--- config.mk ---
export PLATFORM = sky130hd
export DESIGN_NAME = touch_coordinate_calibrator
export DESIGN_NICKNAME = d
export VERILOG_FILES = /design/src/tcc_pkg.sv /design/src/touch_coordinate_calibrator.sv /design/src/tcc_div.sv /design/src/tcc_ctrl.sv /design/src/tcc_dp.sv
export VERILOG_INCLUDE_DIRS = /design/src /design/src/src
export SDC_FILE = /design/constraint.sdc
export NUM_CORES = 1
export LEC_CHECK = 0
export BUFFER_PORTS_ARGS = -buffer_cell sky130_fd_sc_hd__buf_2
export CORE_ASPECT_RATIO = 1.5
export CORE_MARGIN = 2
export CORE_UTILIZATION = 60
export CTS_CLUSTER_SIZE = 30
export DETAILED_ROUTE_END_ITERATION = 8
export GPL_ROUTABILITY_DRIVEN = 0
export GPL_TIMING_DRIVEN = 0
export PLACE_DENSITY = 0.76
export SLEW_MARGIN = 20
export SYNTH_ARGS = -nofsm -noshare
export SYNTH_HDL_FRONTEND = slang
export SYNTH_HIERARCHICAL = 1
export SYNTH_SLANG_ARGS = --single-unit
--- constraint.sdc ---
create_clock -name clk_i -period 11.1 [get_ports clk_i]
set_input_delay 1.11 -clock clk_i [delete_from_list [all_inputs] [get_ports clk_i]]
set_output_delay 1.11 -clock clk_i [all_outputs]
set_load 0.02 [all_outputs]
--- src/touch_coordinate_calibrator_macros.svh ---
// assertion macros for the touch coordinate calibrator
// used by the top level, expects clk_i and rst_ni in scope
`ifndef TOUCH_COORDINATE_CALIBRATOR_MACROS_SVH
`define TOUCH_COORDINATE_CALIBRATOR_MACROS_SVH

// same-cycle implication, held off during reset
`define TCC_ASSERT_NOW(label, ante, cons) \
  label: assert property (@(posedge clk_i) disable iff (!rst_ni) (ante) |-> (cons)) \
    else $error("touch calibrator check failed");

// next-cycle implication, held off during reset
`define TCC_ASSERT_NEXT(label, ante, cons) \
  label: assert property (@(posedge clk_i) disable iff (!rst_ni) (ante) |=> (cons)) \
    else $error("touch calibrator check failed");

`endif

--- src/tcc_pkg.sv ---
// shared types and constants of the touch coordinate calibrator
// no dependencies
package tcc_pkg;

  localparam int unsigned CoordW = 10;
  localparam int unsigned SumW   = 13;
  localparam int unsigned CountW = 16;
  localparam int unsigned NumW   = 2 * CoordW;

  // default touch window
  localparam logic [CoordW-1:0] DefXLow  = 10'd200;
  localparam logic [CoordW-1:0] DefXHigh = 10'd750;
  localparam logic [CoordW-1:0] DefYLow  = 10'd120;
  localparam logic [CoordW-1:0] DefYHigh = 10'd620;

  // ceil(2^16 / 5), exact floor(sum / 5) for any 13-bit sum
  localparam logic [13:0] Recip5 = 14'd13108;
  localparam int unsigned RecipShift = 16;

  // index of the divider's last step
  localparam logic [3:0] DivLastStep = 4'd9;

  typedef struct packed {
    logic load;
    logic avg;
    logic prep;
    logic div_start;
    logic commit;
  } tcc_cmd_t;

  typedef struct packed {
    logic div_done;
  } tcc_status_t;

endpackage

--- src/touch_coordinate_calibrator.sv ---
// touch coordinate calibrator: averaging, window scaling and two-touch calibration
// one word in flight: the next word is taken only after the last one is committed,
// and the commit waits while the output register is held
// scaling uses the 10-step restoring dividers, one per axis, run in parallel
// reset (async, active low) restores the default window, ends calibration, clears count
// depends on tcc_pkg, tcc_ctrl, tcc_dp, tcc_div and the assertion macro header
`include "touch_coordinate_calibrator_macros.svh"

module touch_coordinate_calibrator #(
  parameter int unsigned SCREEN_WIDTH  = 320,
  parameter int unsigned SCREEN_HEIGHT = 240
) (
  input  logic                       clk_i,
  input  logic                       rst_ni,
  // input word
  input  logic                       in_valid_i,
  output logic                       in_ready_o,
  input  logic                       req_type_i,
  input  logic [tcc_pkg::CoordW-1:0] x_sample_0_i,
  input  logic [tcc_pkg::CoordW-1:0] x_sample_1_i,
  input  logic [tcc_pkg::CoordW-1:0] x_sample_2_i,
  input  logic [tcc_pkg::CoordW-1:0] x_sample_3_i,
  input  logic [tcc_pkg::CoordW-1:0] x_sample_4_i,
  input  logic [tcc_pkg::CoordW-1:0] y_sample_0_i,
  input  logic [tcc_pkg::CoordW-1:0] y_sample_1_i,
  input  logic [tcc_pkg::CoordW-1:0] y_sample_2_i,
  input  logic [tcc_pkg::CoordW-1:0] y_sample_3_i,
  input  logic [tcc_pkg::CoordW-1:0] y_sample_4_i,
  // result word
  output logic                       out_valid_o,
  input  logic                       out_ready_i,
  output logic [tcc_pkg::CoordW-1:0] pos_x_o,
  output logic [tcc_pkg::CoordW-1:0] pos_y_o,
  output logic                       in_window_o,
  output logic                       calibrating_o,
  output logic [tcc_pkg::CountW-1:0] touch_total_o
);
  import tcc_pkg::*;

  // command and status between sequencer and datapath
  tcc_cmd_t    cmd;
  tcc_status_t status;

  // sequencer: accept, average, window check, divide, then commit into
  // the output register once it is free
  tcc_ctrl u_ctrl (
    .clk_i      (clk_i),
    .rst_ni     (rst_ni),
    .in_valid_i (in_valid_i),
    .in_ready_o (in_ready_o),
    .out_valid_o(out_valid_o),
    .out_ready_i(out_ready_i),
    .cmd_o      (cmd),
    .status_i   (status)
  );

  // datapath: holds the window, calibration corner, touch count and result word
  tcc_dp #(
    .SCREEN_WIDTH (SCREEN_WIDTH),
    .SCREEN_HEIGHT(SCREEN_HEIGHT)
  ) u_dp (
    .clk_i        (clk_i),
    .rst_ni       (rst_ni),
    .cmd_i        (cmd),
    .status_o     (status),
    .req_type_i   (req_type_i),
    .x_sample_0_i (x_sample_0_i),
    .x_sample_1_i (x_sample_1_i),
    .x_sample_2_i (x_sample_2_i),
    .x_sample_3_i (x_sample_3_i),
    .x_sample_4_i (x_sample_4_i),
    .y_sample_0_i (y_sample_0_i),
    .y_sample_1_i (y_sample_1_i),
    .y_sample_2_i (y_sample_2_i),
    .y_sample_3_i (y_sample_3_i),
    .y_sample_4_i (y_sample_4_i),
    .pos_x_o      (pos_x_o),
    .pos_y_o      (pos_y_o),
    .in_window_o  (in_window_o),
    .calibrating_o(calibrating_o),
    .touch_total_o(touch_total_o)
  );

  // a scaled position only happens outside calibration and stays on screen
  `TCC_ASSERT_NOW(a_scaled_not_cal, out_valid_o && in_window_o, !calibrating_o)
  `TCC_ASSERT_NOW(a_scaled_range, out_valid_o && in_window_o,
    (32'(pos_x_o) <= SCREEN_WIDTH) && (32'(pos_y_o) <= SCREEN_HEIGHT))
  // one word at a time: no second accept right behind the first
  `TCC_ASSERT_NEXT(a_one_in_flight, in_valid_i && in_ready_o, !in_ready_o)

endmodule

--- src/tcc_div.sv ---
// restoring divider, one quotient bit per cycle, 10-bit quotient
// depends on tcc_pkg
module tcc_div (
  input  logic                       clk_i,
  input  logic                       rst_ni,
  input  logic                       start_i,
  input  logic [tcc_pkg::NumW-1:0]   num_i,
  input  logic [tcc_pkg::CoordW-1:0] den_i,
  output logic                       done_o,
  output logic [tcc_pkg::CoordW-1:0] quo_o
);
  import tcc_pkg::*;

  logic              busy_q, busy_d;
  logic              done_q, done_d;
  logic [3:0]        cnt_q, cnt_d;
  logic [CoordW-1:0] rem_q, rem_d;
  logic [CoordW-1:0] lo_q, lo_d;
  logic [CoordW:0]   trial;
  logic              ge;

  // quotient fits in 10 bits, so the upper half already sits below the divisor
  assign trial = {rem_q, lo_q[CoordW-1]};
  assign ge    = trial >= {1'b0, den_i};

  always_comb begin
    busy_d = busy_q;
    done_d = 1'b0;
    cnt_d  = cnt_q;
    rem_d  = rem_q;
    lo_d   = lo_q;
    if (start_i) begin
      busy_d = 1'b1;
      cnt_d  = '0;
      rem_d  = num_i[NumW-1:CoordW];
      lo_d   = num_i[CoordW-1:0];
    end else if (busy_q) begin
      rem_d = ge ? CoordW'(trial - {1'b0, den_i}) : trial[CoordW-1:0];
      lo_d  = {lo_q[CoordW-2:0], ge};
      cnt_d = cnt_q + 4'd1;
      if (cnt_q == DivLastStep) begin
        busy_d = 1'b0;
        done_d = 1'b1;
      end
    end
  end

  always_ff @(posedge clk_i or negedge rst_ni) begin
    if (!rst_ni) begin
      busy_q <= 1'b0;
      done_q <= 1'b0;
      cnt_q  <= '0;
    end else begin
      busy_q <= busy_d;
      done_q <= done_d;
      cnt_q  <= cnt_d;
    end
  end

  always_ff @(posedge clk_i) begin
    rem_q <= rem_d;
    lo_q  <= lo_d;
  end

  assign done_o = done_q;
  assign quo_o  = lo_q;

endmodule

--- src/tcc_ctrl.sv ---
// sequencing state machine and output word valid flag
// depends on tcc_pkg
module tcc_ctrl (
  input  logic                 clk_i,
  input  logic                 rst_ni,
  input  logic                 in_valid_i,
  output logic                 in_ready_o,
  output logic                 out_valid_o,
  input  logic                 out_ready_i,
  output tcc_pkg::tcc_cmd_t    cmd_o,
  input  tcc_pkg::tcc_status_t status_i
);
  import tcc_pkg::*;

  typedef enum logic [5:0] {
    S_IDLE  = 6'b000001,
    S_AVG   = 6'b000010,
    S_PREP  = 6'b000100,
    S_START = 6'b001000,
    S_DIV   = 6'b010000,
    S_DONE  = 6'b100000
  } state_e;

  state_e state_q, state_d;
  logic   out_valid_q, out_valid_d;
  logic   out_free;

  assign out_free = !out_valid_q || out_ready_i;

  always_comb begin
    state_d = state_q;
    cmd_o   = '0;
    unique case (state_q)
      S_IDLE: begin
        if (in_valid_i) begin
          cmd_o.load = 1'b1;
          state_d    = S_AVG;
        end
      end
      S_AVG: begin
        cmd_o.avg = 1'b1;
        state_d   = S_PREP;
      end
      S_PREP: begin
        cmd_o.prep = 1'b1;
        state_d    = S_START;
      end
      S_START: begin
        cmd_o.div_start = 1'b1;
        state_d         = S_DIV;
      end
      S_DIV: begin
        if (status_i.div_done) state_d = S_DONE;
      end
      S_DONE: begin
        if (out_free) begin
          cmd_o.commit = 1'b1;
          state_d      = S_IDLE;
        end
      end
      default: state_d = S_IDLE;
    endcase
  end

  always_comb begin
    out_valid_d = out_valid_q;
    if (cmd_o.commit)     out_valid_d = 1'b1;
    else if (out_ready_i) out_valid_d = 1'b0;
  end

  always_ff @(posedge clk_i or negedge rst_ni) begin
    if (!rst_ni) begin
      state_q     <= S_IDLE;
      out_valid_q <= 1'b0;
    end else begin
      state_q     <= state_d;
      out_valid_q <= out_valid_d;
    end
  end

  assign in_ready_o  = (state_q == S_IDLE);
  assign out_valid_o = out_valid_q;

endmodule

--- src/tcc_dp.sv ---
// datapath: averaging, window check, scaling dividers, calibration state, output word
// depends on tcc_pkg and tcc_div
module tcc_dp #(
  parameter int unsigned SCREEN_WIDTH  = 320,
  parameter int unsigned SCREEN_HEIGHT = 240
) (
  input  logic                       clk_i,
  input  logic                       rst_ni,
  input  tcc_pkg::tcc_cmd_t          cmd_i,
  output tcc_pkg::tcc_status_t       status_o,
  input  logic                       req_type_i,
  input  logic [tcc_pkg::CoordW-1:0] x_sample_0_i,
  input  logic [tcc_pkg::CoordW-1:0] x_sample_1_i,
  input  logic [tcc_pkg::CoordW-1:0] x_sample_2_i,
  input  logic [tcc_pkg::CoordW-1:0] x_sample_3_i,
  input  logic [tcc_pkg::CoordW-1:0] x_sample_4_i,
  input  logic [tcc_pkg::CoordW-1:0] y_sample_0_i,
  input  logic [tcc_pkg::CoordW-1:0] y_sample_1_i,
  input  logic [tcc_pkg::CoordW-1:0] y_sample_2_i,
  input  logic [tcc_pkg::CoordW-1:0] y_sample_3_i,
  input  logic [tcc_pkg::CoordW-1:0] y_sample_4_i,
  output logic [tcc_pkg::CoordW-1:0] pos_x_o,
  output logic [tcc_pkg::CoordW-1:0] pos_y_o,
  output logic                       in_window_o,
  output logic                       calibrating_o,
  output logic [tcc_pkg::CountW-1:0] touch_total_o
);
  import tcc_pkg::*;

  localparam logic [CoordW-1:0] FullX = CoordW'(SCREEN_WIDTH);
  localparam logic [CoordW-1:0] FullY = CoordW'(SCREEN_HEIGHT);
  localparam int unsigned ProdW = SumW + 14;

  // per-item working registers
  logic              req_q;
  logic [SumW-1:0]   sum_x_q, sum_y_q;
  logic [CoordW-1:0] ax_q, ay_q;
  logic              win_hit_q;
  logic [NumW-1:0]   num_x_q, num_y_q;
  logic [CoordW-1:0] span_x_q, span_y_q;

  // persistent state
  logic [CoordW-1:0] xlo_q, xhi_q, ylo_q, yhi_q;
  logic              cal_q, held_q;
  logic [CoordW-1:0] corner_x_q, corner_y_q;
  logic [CountW-1:0] count_q;
  logic [CoordW-1:0] last_x_q, last_y_q;

  // output word
  logic [CoordW-1:0] pos_x_q, pos_y_q;
  logic              in_win_q, cal_out_q;
  logic [CountW-1:0] total_q;

  logic [SumW-1:0]   sum_x, sum_y;
  logic [ProdW-1:0]  prod_x, prod_y;
  logic              win_hit;
  logic              done_x, done_y;
  logic [CoordW-1:0] quo_x, quo_y;
  logic [CoordW-1:0] px, py;
  logic [CountW-1:0] count_inc;

  assign sum_x = SumW'(x_sample_0_i) + SumW'(x_sample_1_i) + SumW'(x_sample_2_i)
               + SumW'(x_sample_3_i) + SumW'(x_sample_4_i);
  assign sum_y = SumW'(y_sample_0_i) + SumW'(y_sample_1_i) + SumW'(y_sample_2_i)
               + SumW'(y_sample_3_i) + SumW'(y_sample_4_i);

  // divide by five through the reciprocal
  assign prod_x = ProdW'(sum_x_q) * ProdW'(Recip5);
  assign prod_y = ProdW'(sum_y_q) * ProdW'(Recip5);

  assign win_hit = !cal_q && (ax_q >= xlo_q) && (ax_q <= xhi_q)
                          && (ay_q >= ylo_q) && (ay_q <= yhi_q);

  always_ff @(posedge clk_i) begin
    if (cmd_i.load) begin
      req_q   <= req_type_i;
      sum_x_q <= sum_x;
      sum_y_q <= sum_y;
    end
    if (cmd_i.avg) begin
      ax_q <= prod_x[RecipShift +: CoordW];
      ay_q <= prod_y[RecipShift +: CoordW];
    end
    if (cmd_i.prep) begin
      win_hit_q <= win_hit;
      num_x_q   <= NumW'(FullX) * NumW'(CoordW'(ax_q - xlo_q));
      num_y_q   <= NumW'(FullY) * NumW'(CoordW'(ay_q - ylo_q));
      span_x_q  <= xhi_q - xlo_q;
      span_y_q  <= yhi_q - ylo_q;
    end
  end

  tcc_div u_div_x (
    .clk_i  (clk_i),
    .rst_ni (rst_ni),
    .start_i(cmd_i.div_start),
    .num_i  (num_x_q),
    .den_i  (span_x_q),
    .done_o (done_x),
    .quo_o  (quo_x)
  );

  tcc_div u_div_y (
    .clk_i  (clk_i),
    .rst_ni (rst_ni),
    .start_i(cmd_i.div_start),
    .num_i  (num_y_q),
    .den_i  (span_y_q),
    .done_o (done_y),
    .quo_o  (quo_y)
  );

  // both dividers run in lockstep
  assign status_o.div_done = done_x & done_y;

  // zero span scales to the origin
  always_comb begin
    px = ax_q;
    py = ay_q;
    if (win_hit_q) begin
      px = (span_x_q == '0) ? '0 : quo_x;
      py = (span_y_q == '0) ? '0 : quo_y;
    end
  end

  assign count_inc = count_q + CountW'(1);

  always_ff @(posedge clk_i or negedge rst_ni) begin
    if (!rst_ni) begin
      xlo_q    <= DefXLow;
      xhi_q    <= DefXHigh;
      ylo_q    <= DefYLow;
      yhi_q    <= DefYHigh;
      cal_q    <= 1'b0;
      held_q   <= 1'b0;
      count_q  <= '0;
      last_x_q <= '0;
      last_y_q <= '0;
    end else if (cmd_i.commit) begin
      if (req_q) begin
        xlo_q  <= DefXLow;
        xhi_q  <= DefXHigh;
        ylo_q  <= DefYLow;
        yhi_q  <= DefYHigh;
        held_q <= 1'b0;
        cal_q  <= 1'b1;
      end else begin
        if (cal_q && held_q) begin
          xlo_q  <= (px < corner_x_q) ? px : corner_x_q;
          xhi_q  <= (px < corner_x_q) ? corner_x_q : px;
          ylo_q  <= (py < corner_y_q) ? py : corner_y_q;
          yhi_q  <= (py < corner_y_q) ? corner_y_q : py;
          held_q <= 1'b0;
          cal_q  <= 1'b0;
        end else if (cal_q) begin
          held_q <= 1'b1;
        end
        count_q  <= count_inc;
        last_x_q <= px;
        last_y_q <= py;
      end
    end
  end

  always_ff @(posedge clk_i) begin
    if (cmd_i.commit && !req_q && cal_q && !held_q) begin
      corner_x_q <= px;
      corner_y_q <= py;
    end
  end

  always_ff @(posedge clk_i) begin
    if (cmd_i.commit) begin
      if (req_q) begin
        pos_x_q   <= last_x_q;
        pos_y_q   <= last_y_q;
        in_win_q  <= 1'b0;
        cal_out_q <= 1'b1;
        total_q   <= count_q;
      end else begin
        pos_x_q   <= px;
        pos_y_q   <= py;
        in_win_q  <= win_hit_q;
        cal_out_q <= cal_q && !held_q;
        total_q   <= count_inc;
      end
    end
  end

  assign pos_x_o       = pos_x_q;
  assign pos_y_o       = pos_y_q;
  assign in_window_o   = in_win_q;
  assign calibrating_o = cal_out_q;
  assign touch_total_o = total_q;

endmodule
## After elaboration in Yosys (flattened, before gate mapping)

Index checks and enable logic that the tools add are counted.

- Input bits: 105
- Register bits after elaboration: 290
- Output and inout bits: 40

- Bitwise logic cells: 1
- Equal/unequal tests: 11
- Mux-type cells: 63
- $lt $le $gt $ge: 8
- Multipliers: 4
- Reduce and logical (&&, ||, !) cells: 24
- Add/subtract/negate cells: 17

Operators with widths:

| cell | number |
|---|---|
| $mux 10 | 26 |
| $add 13x10->13 | 6 |
| $sub 10x10->10 | 6 |
| $mul 13x12->24 const B | 2 |
| $pmux 6 s6 | 1 |
| $mux 1 | 26 |
| $add 10x10->11 | 2 |
| $ge 11x10->1 | 2 |
| $ge 10x10->1 | 2 |
| $le 10x10->1 | 2 |
| $logic_not 10->1 | 2 |
| $lt 10x10->1 | 2 |
| $mux 6 | 3 |
| $add 16x1->16 const B | 1 |
| $mux 16 | 1 |
| $mux 4 | 4 |
| $mul 4x10->14 const A | 1 |
| $mul 3x10->13 const A | 1 |
| $logic_and 1x1->1 | 9 |
| $mux 9 | 1 |
| $add 4x1->4 const B | 2 |
| $eq 4x4->1 const B | 2 |
| $mux 8 | 1 |
| $reduce_bool 2->1 | 4 |
| 14 further kinds | 19 |

## Logic depth before layout (Yosys ltp)

- Word-level depth: 7
- Gate-level depth with buffers: 19
- Mapped depth without buffers: 19

## Cells and area by module

Netlist, hierarchy kept.

Modules (own cells, without submodules):

| module | cells each | times used | area each (sq um) | seq. area each (sq um) |
|---|---|---|---|---|
| tcc_dp | 1844 | 1 | 20089.3 | 6570.1 |
| tcc_div | 160 | 2 | 1710.4 | 750.7 |
| tcc_ctrl | 40 | 1 | 422.9 | 176.4 |

## Worst setup path after synthesis

Ideal clock, no wire load.

- Kind: register -> register
- From: reg u_ctrl.state_q[1]
- To: reg u_dp.num_x_q[10], enable pin
- Stages on the path, launching flop included: 3
- Slack: 4.658 ns
- Data arrival time: 5.853 ns
- Setup time: 0.590 ns
- Cell sequence: dfrtp_1 > or3_4 > nor4b_1

RTL lines:

| element | line | text |
|---|---|---|
| start: declaration | tcc_ctrl.sv:24 | `state_e state_q, state_d;` |
| start signal: assignment | tcc_ctrl.sv:76 | `state_q <= state_d;` |
| end signal: assignment | tcc_dp.sv:86 | `num_x_q <= NumW'(FullX) * NumW'(CoordW'(ax_q - xlo_q));` |
| end: declaration | tcc_dp.sv:39 | `logic [NumW-1:0] num_x_q, num_y_q;` |

## Worst setup path after layout

- From: reg u_dp.ay_q[0]
- To: reg u_dp.num_y_q[17], data pin

- Cells in the longest elaborated chain, start to end: 2

RTL lines:

| element | line | text |
|---|---|---|
| start: declaration | tcc_dp.sv:37 | `logic [CoordW-1:0] ax_q, ay_q;` |
| start signal: assignment | tcc_dp.sv:82 | `ay_q <= prod_y[RecipShift +: CoordW];` |
| $sub 10x10->10 | tcc_dp.sv:87 | `num_y_q <= NumW'(FullY) * NumW'(CoordW'(ay_q - ylo_q));` |
| $mul 4x10->14 | tcc_dp.sv:87 |  |
| end signal: assignment | tcc_dp.sv:87 |  |
| end: declaration | tcc_dp.sv:39 |  |

Every way passes these cells.
A chain may end at the register's enable or synchronous reset.

==> metrics <==
Crit Path Max Fanout 5; die area roughly 42000 µm²; IO Count 145; IO buf count around 140; number of remaining DRC errors 0; wl on met1 18.7 mm; mux share of post-synthesis cell area approximately 3.6%; Reg clk slew, reported paths around 60 ps; CTS resizes 0; final critical-path share of the clock period a little under 50%; core footprint 39300 µm²; vias in the first global route 18000; Final nets approximately 3000; final count of negative-setup-slack endpoints 0; Mean Syn Cell Area 10.9 µm²; fmax between 0.15 and 0.2 GHz; placed wire-length estimate about 42 mm; fill cell count roughly 3000; top cells by area, synth edfxtp_1 24%, ha_1 17%, fa_1 14%; Initial DRT Pass Iterations 5; Simple-Gate Fraction of Synth Area 9.69%; # hold bufs at CTS 0; total of warnings raised by yosys 6; outcome finished, final reports clean; vias 16800; CTS tree done; vias per cell 5.73; Yosys cell types 80; H-tree Lvls 1; critical path required time about 11000 ps; Max-slew headroom about 33%; asr flop ratio synth between 30% and 40%; post-route ant nets 0; complex-gate fraction of the synthesized area under 10%; initial antenna violation count 0; CTS root buf clkbuf_16; setup TNS 0 ps; WS Path Type reg2reg; WL final slightly above 50 mm; worst slew pin tran 1010 ps; met2 routed WL about 28 mm; unrepaired setup endpoints after global routing no; antenna diode count 0; Initial Utilization roughly three fifths; total CTS buffers 29; post-synthesis cell count 2204; first-pass GRT wire length 84.7 mm; Max Slew Vio Count 0; Num Clock Sinks 290; gr usage total 25.0%; setup bufs post-CTS 0; dominant cell type by area after synthesis edfxtp_1; WP data arrival a little under 6000 ps; DR iter-0 viols around 740; Layout area overhead 10.3%; Final Hold Vio Count 0; hold crit path type in2async; Main synth FF type edfxtp_1; metal3 WL a little under 2 mm; num rows 89; reg2reg path depth 18; Slowest Stage Delay on Critical Path roughly 540 ps; die height between 200 and 250 µm; critical path endpoint category flop; Startpoint Class flop; post-synthesis sequential area ratio about a third; Yosys reg bits slightly below 300; largest family of logic cells by synthesized area adder cells; clock skew after layout 13.2 ps; max-cap violation count 0; Synth Area in XOR/XNOR under 10%; clk_lat worst skew between 500 and 600 ps; drt wl/cell ~18 µm; uppermost layer routed met4; CP max stage cell fa_1; clock buffer depth 3; chip width between 150 and 200 µm; largest net degree at the start of global routing 79; number of synthesized flops with an enable pin ~190; Synth Area in Adders 31.2%; Mapped Area roughly 24000 µm²; Yosys top cell area share 24.2%; Tmin final 5520 ps; worst-path cell chain inv_1, ha_1, inv_1, fa_1, a21o_1, a21oi_1, o21ai_0, a21oi_1, o21ai_0, xor2_1, fa_1, fa_1, ha_1, and2_1, a22o_1, a311oi_1, a21oi_1, xor2_1; fraction of layout cells with a size suffix above 1 12.8%; grt ovf 0
-- flip-flops by register name, summed over array words and instances, names as in the netlist, 13 cells and up --
signal and flops:
u_dp/count_q 16, u_dp/touch_total_o 16, u_dp/num_y_q 14, u_dp/num_x_q 13
u_dp/sum_x_q 13, u_dp/sum_y_q 13
-- critical path: cells and delay by family, from the launching register on --
family	cells	cell delay (ps)
and+or+nand+nor	1	200
xor gates and xnor gates	2	680
AOI/OAI and AO/OA	8	1810
DFF	1	360
buffers and inverters	2	240
adders and majority gates	5	1960
-- placed cells by master (no fill, tap or decap), types with 19 or more instances in the layout --
master     synthesis  final
xnor2_1           78     78
nand3_1           22     22
a21oi_1           79     79
fa_1             166    166
nand4_1           21     21
mux2i_1           37     37
buf_2              2    153
o22ai_1           26     26
inv_1            346    346
o21ai_0           74     74
dfrtp_1           77     77
nand2_1          143    143
nor2_1           100     99
nand2b_1          19     19
xor2_1            56     56
nor2b_1           22     22
clkbuf_1          26     32
mux2_2            44     44
nor3_1            46     46
clkbuf_16          0     29
edfxtp_1         193    193
dfstp_2           20     20
a21o_1            36     36
ha_1             332    332
-- area by class of cell --
class | instances | area [µm²] | area share (%)
Clock buffer | 36 | 762 | 2.89
Clock inverter | 18 | 185 | 0.702
Inverter | 347 | 1300 | 4.93
Tap cell | 500 | 626 | 2.37
Timing Repair Buffer | 156 | 828 | 3.14
Sequential cell | 290 | 8250 | 31.2
Buffer | 45 | 216 | 0.820
Multi-Input combinational cell | 1534 | 14200 | 53.9
-- cell usage after synthesis, drive strengths merged (6+ instances only) --
| cell type | count |
|---|---|
| nor2 | 100 |
| inv | 347 |
| o21a | 11 |
| dfrtp | 77 |
| dfstp | 20 |
| fa | 166 |
| o211ai | 16 |
| nand2 | 143 |
| or2 | 7 |
| a21o | 36 |
| or3 | 6 |
| mux2i | 37 |
| a21boi | 6 |
| o311ai | 9 |
| nor4 | 10 |
| buf | 19 |
| o22ai | 27 |
| a21oi | 79 |
| and3 | 12 |
| nor3 | 46 |
| o21ai | 80 |
| a31oi | 9 |
| xor2 | 56 |
| ha | 332 |
| mux2 | 44 |
| a221oi | 12 |
| nor4b | 6 |
| nand4 | 21 |
| clkbuf | 26 |
| edfxtp | 193 |
| a2111oi | 7 |
| a22oi | 11 |
| nand3 | 22 |
| nor2b | 22 |
| and2 | 17 |
| a211oi | 7 |
| xnor2 | 78 |
| nand2b | 19 |
| nand3b | 15 |
-- per-stage QoR --
step	util (%)	instance area, µm²	std cells	hold WS [ps]	setup WS [ps]
floorplan	-	24000	2216	440	4660
global placement	64.4	25300	2860	452	2770
detailed placement	64.7	25400	2872	458	5620
CTS	67.1	26400	2926	370	5600
global route	67.1	26400	2926	379	5230
finish	67.1	26400	2926	380	5580
-- metal layers --
| layer | vias to the layer above | global-route usage [%] |
|---|---|---|
| met2 | 455 | 48.8 |
| met5 | - | 0 |
| li1 | 8006 | - |
| met1 | 8121 | 25.8 |
| met3 | 171 | 2.93 |
| met4 | 0 | 12.7 |
-- kinds of logic (layout without fill, tap and decap cells) --
family / count (synthesis) / after routing
mux: 81 / 81
xor+xnor: 134 / 134
buf+inv: 392 / 602
flops: 290 / 290
fa+ha+maj: 498 / 498
other cells: 1 / 13
simple gates: 464 / 464
compound gates: 344 / 344
-- path summary, 6_finish.rpt --
path,start,endpoint,slack (ps)
worst max-delay path,u_dp/ay_q[0],u_dp/num_y_q[17],5580
worst min-delay path,rst_ni,u_dp/u_div_y/cnt_q[2],380
worst max register to register,u_dp/ay_q[0],u_dp/num_y_q[17],5580
worst min register to register,u_dp/last_x_q[2],u_dp/last_x_q[2],470
max in group asynchronous,rst_ni,u_dp/xhi_q[3],9990
min in group clk_i,u_dp/last_x_q[2],u_dp/last_x_q[2],470
Power is not shown: default switching activity piles up to over one toggle a cycle in this logic, so the estimate is an artifact.
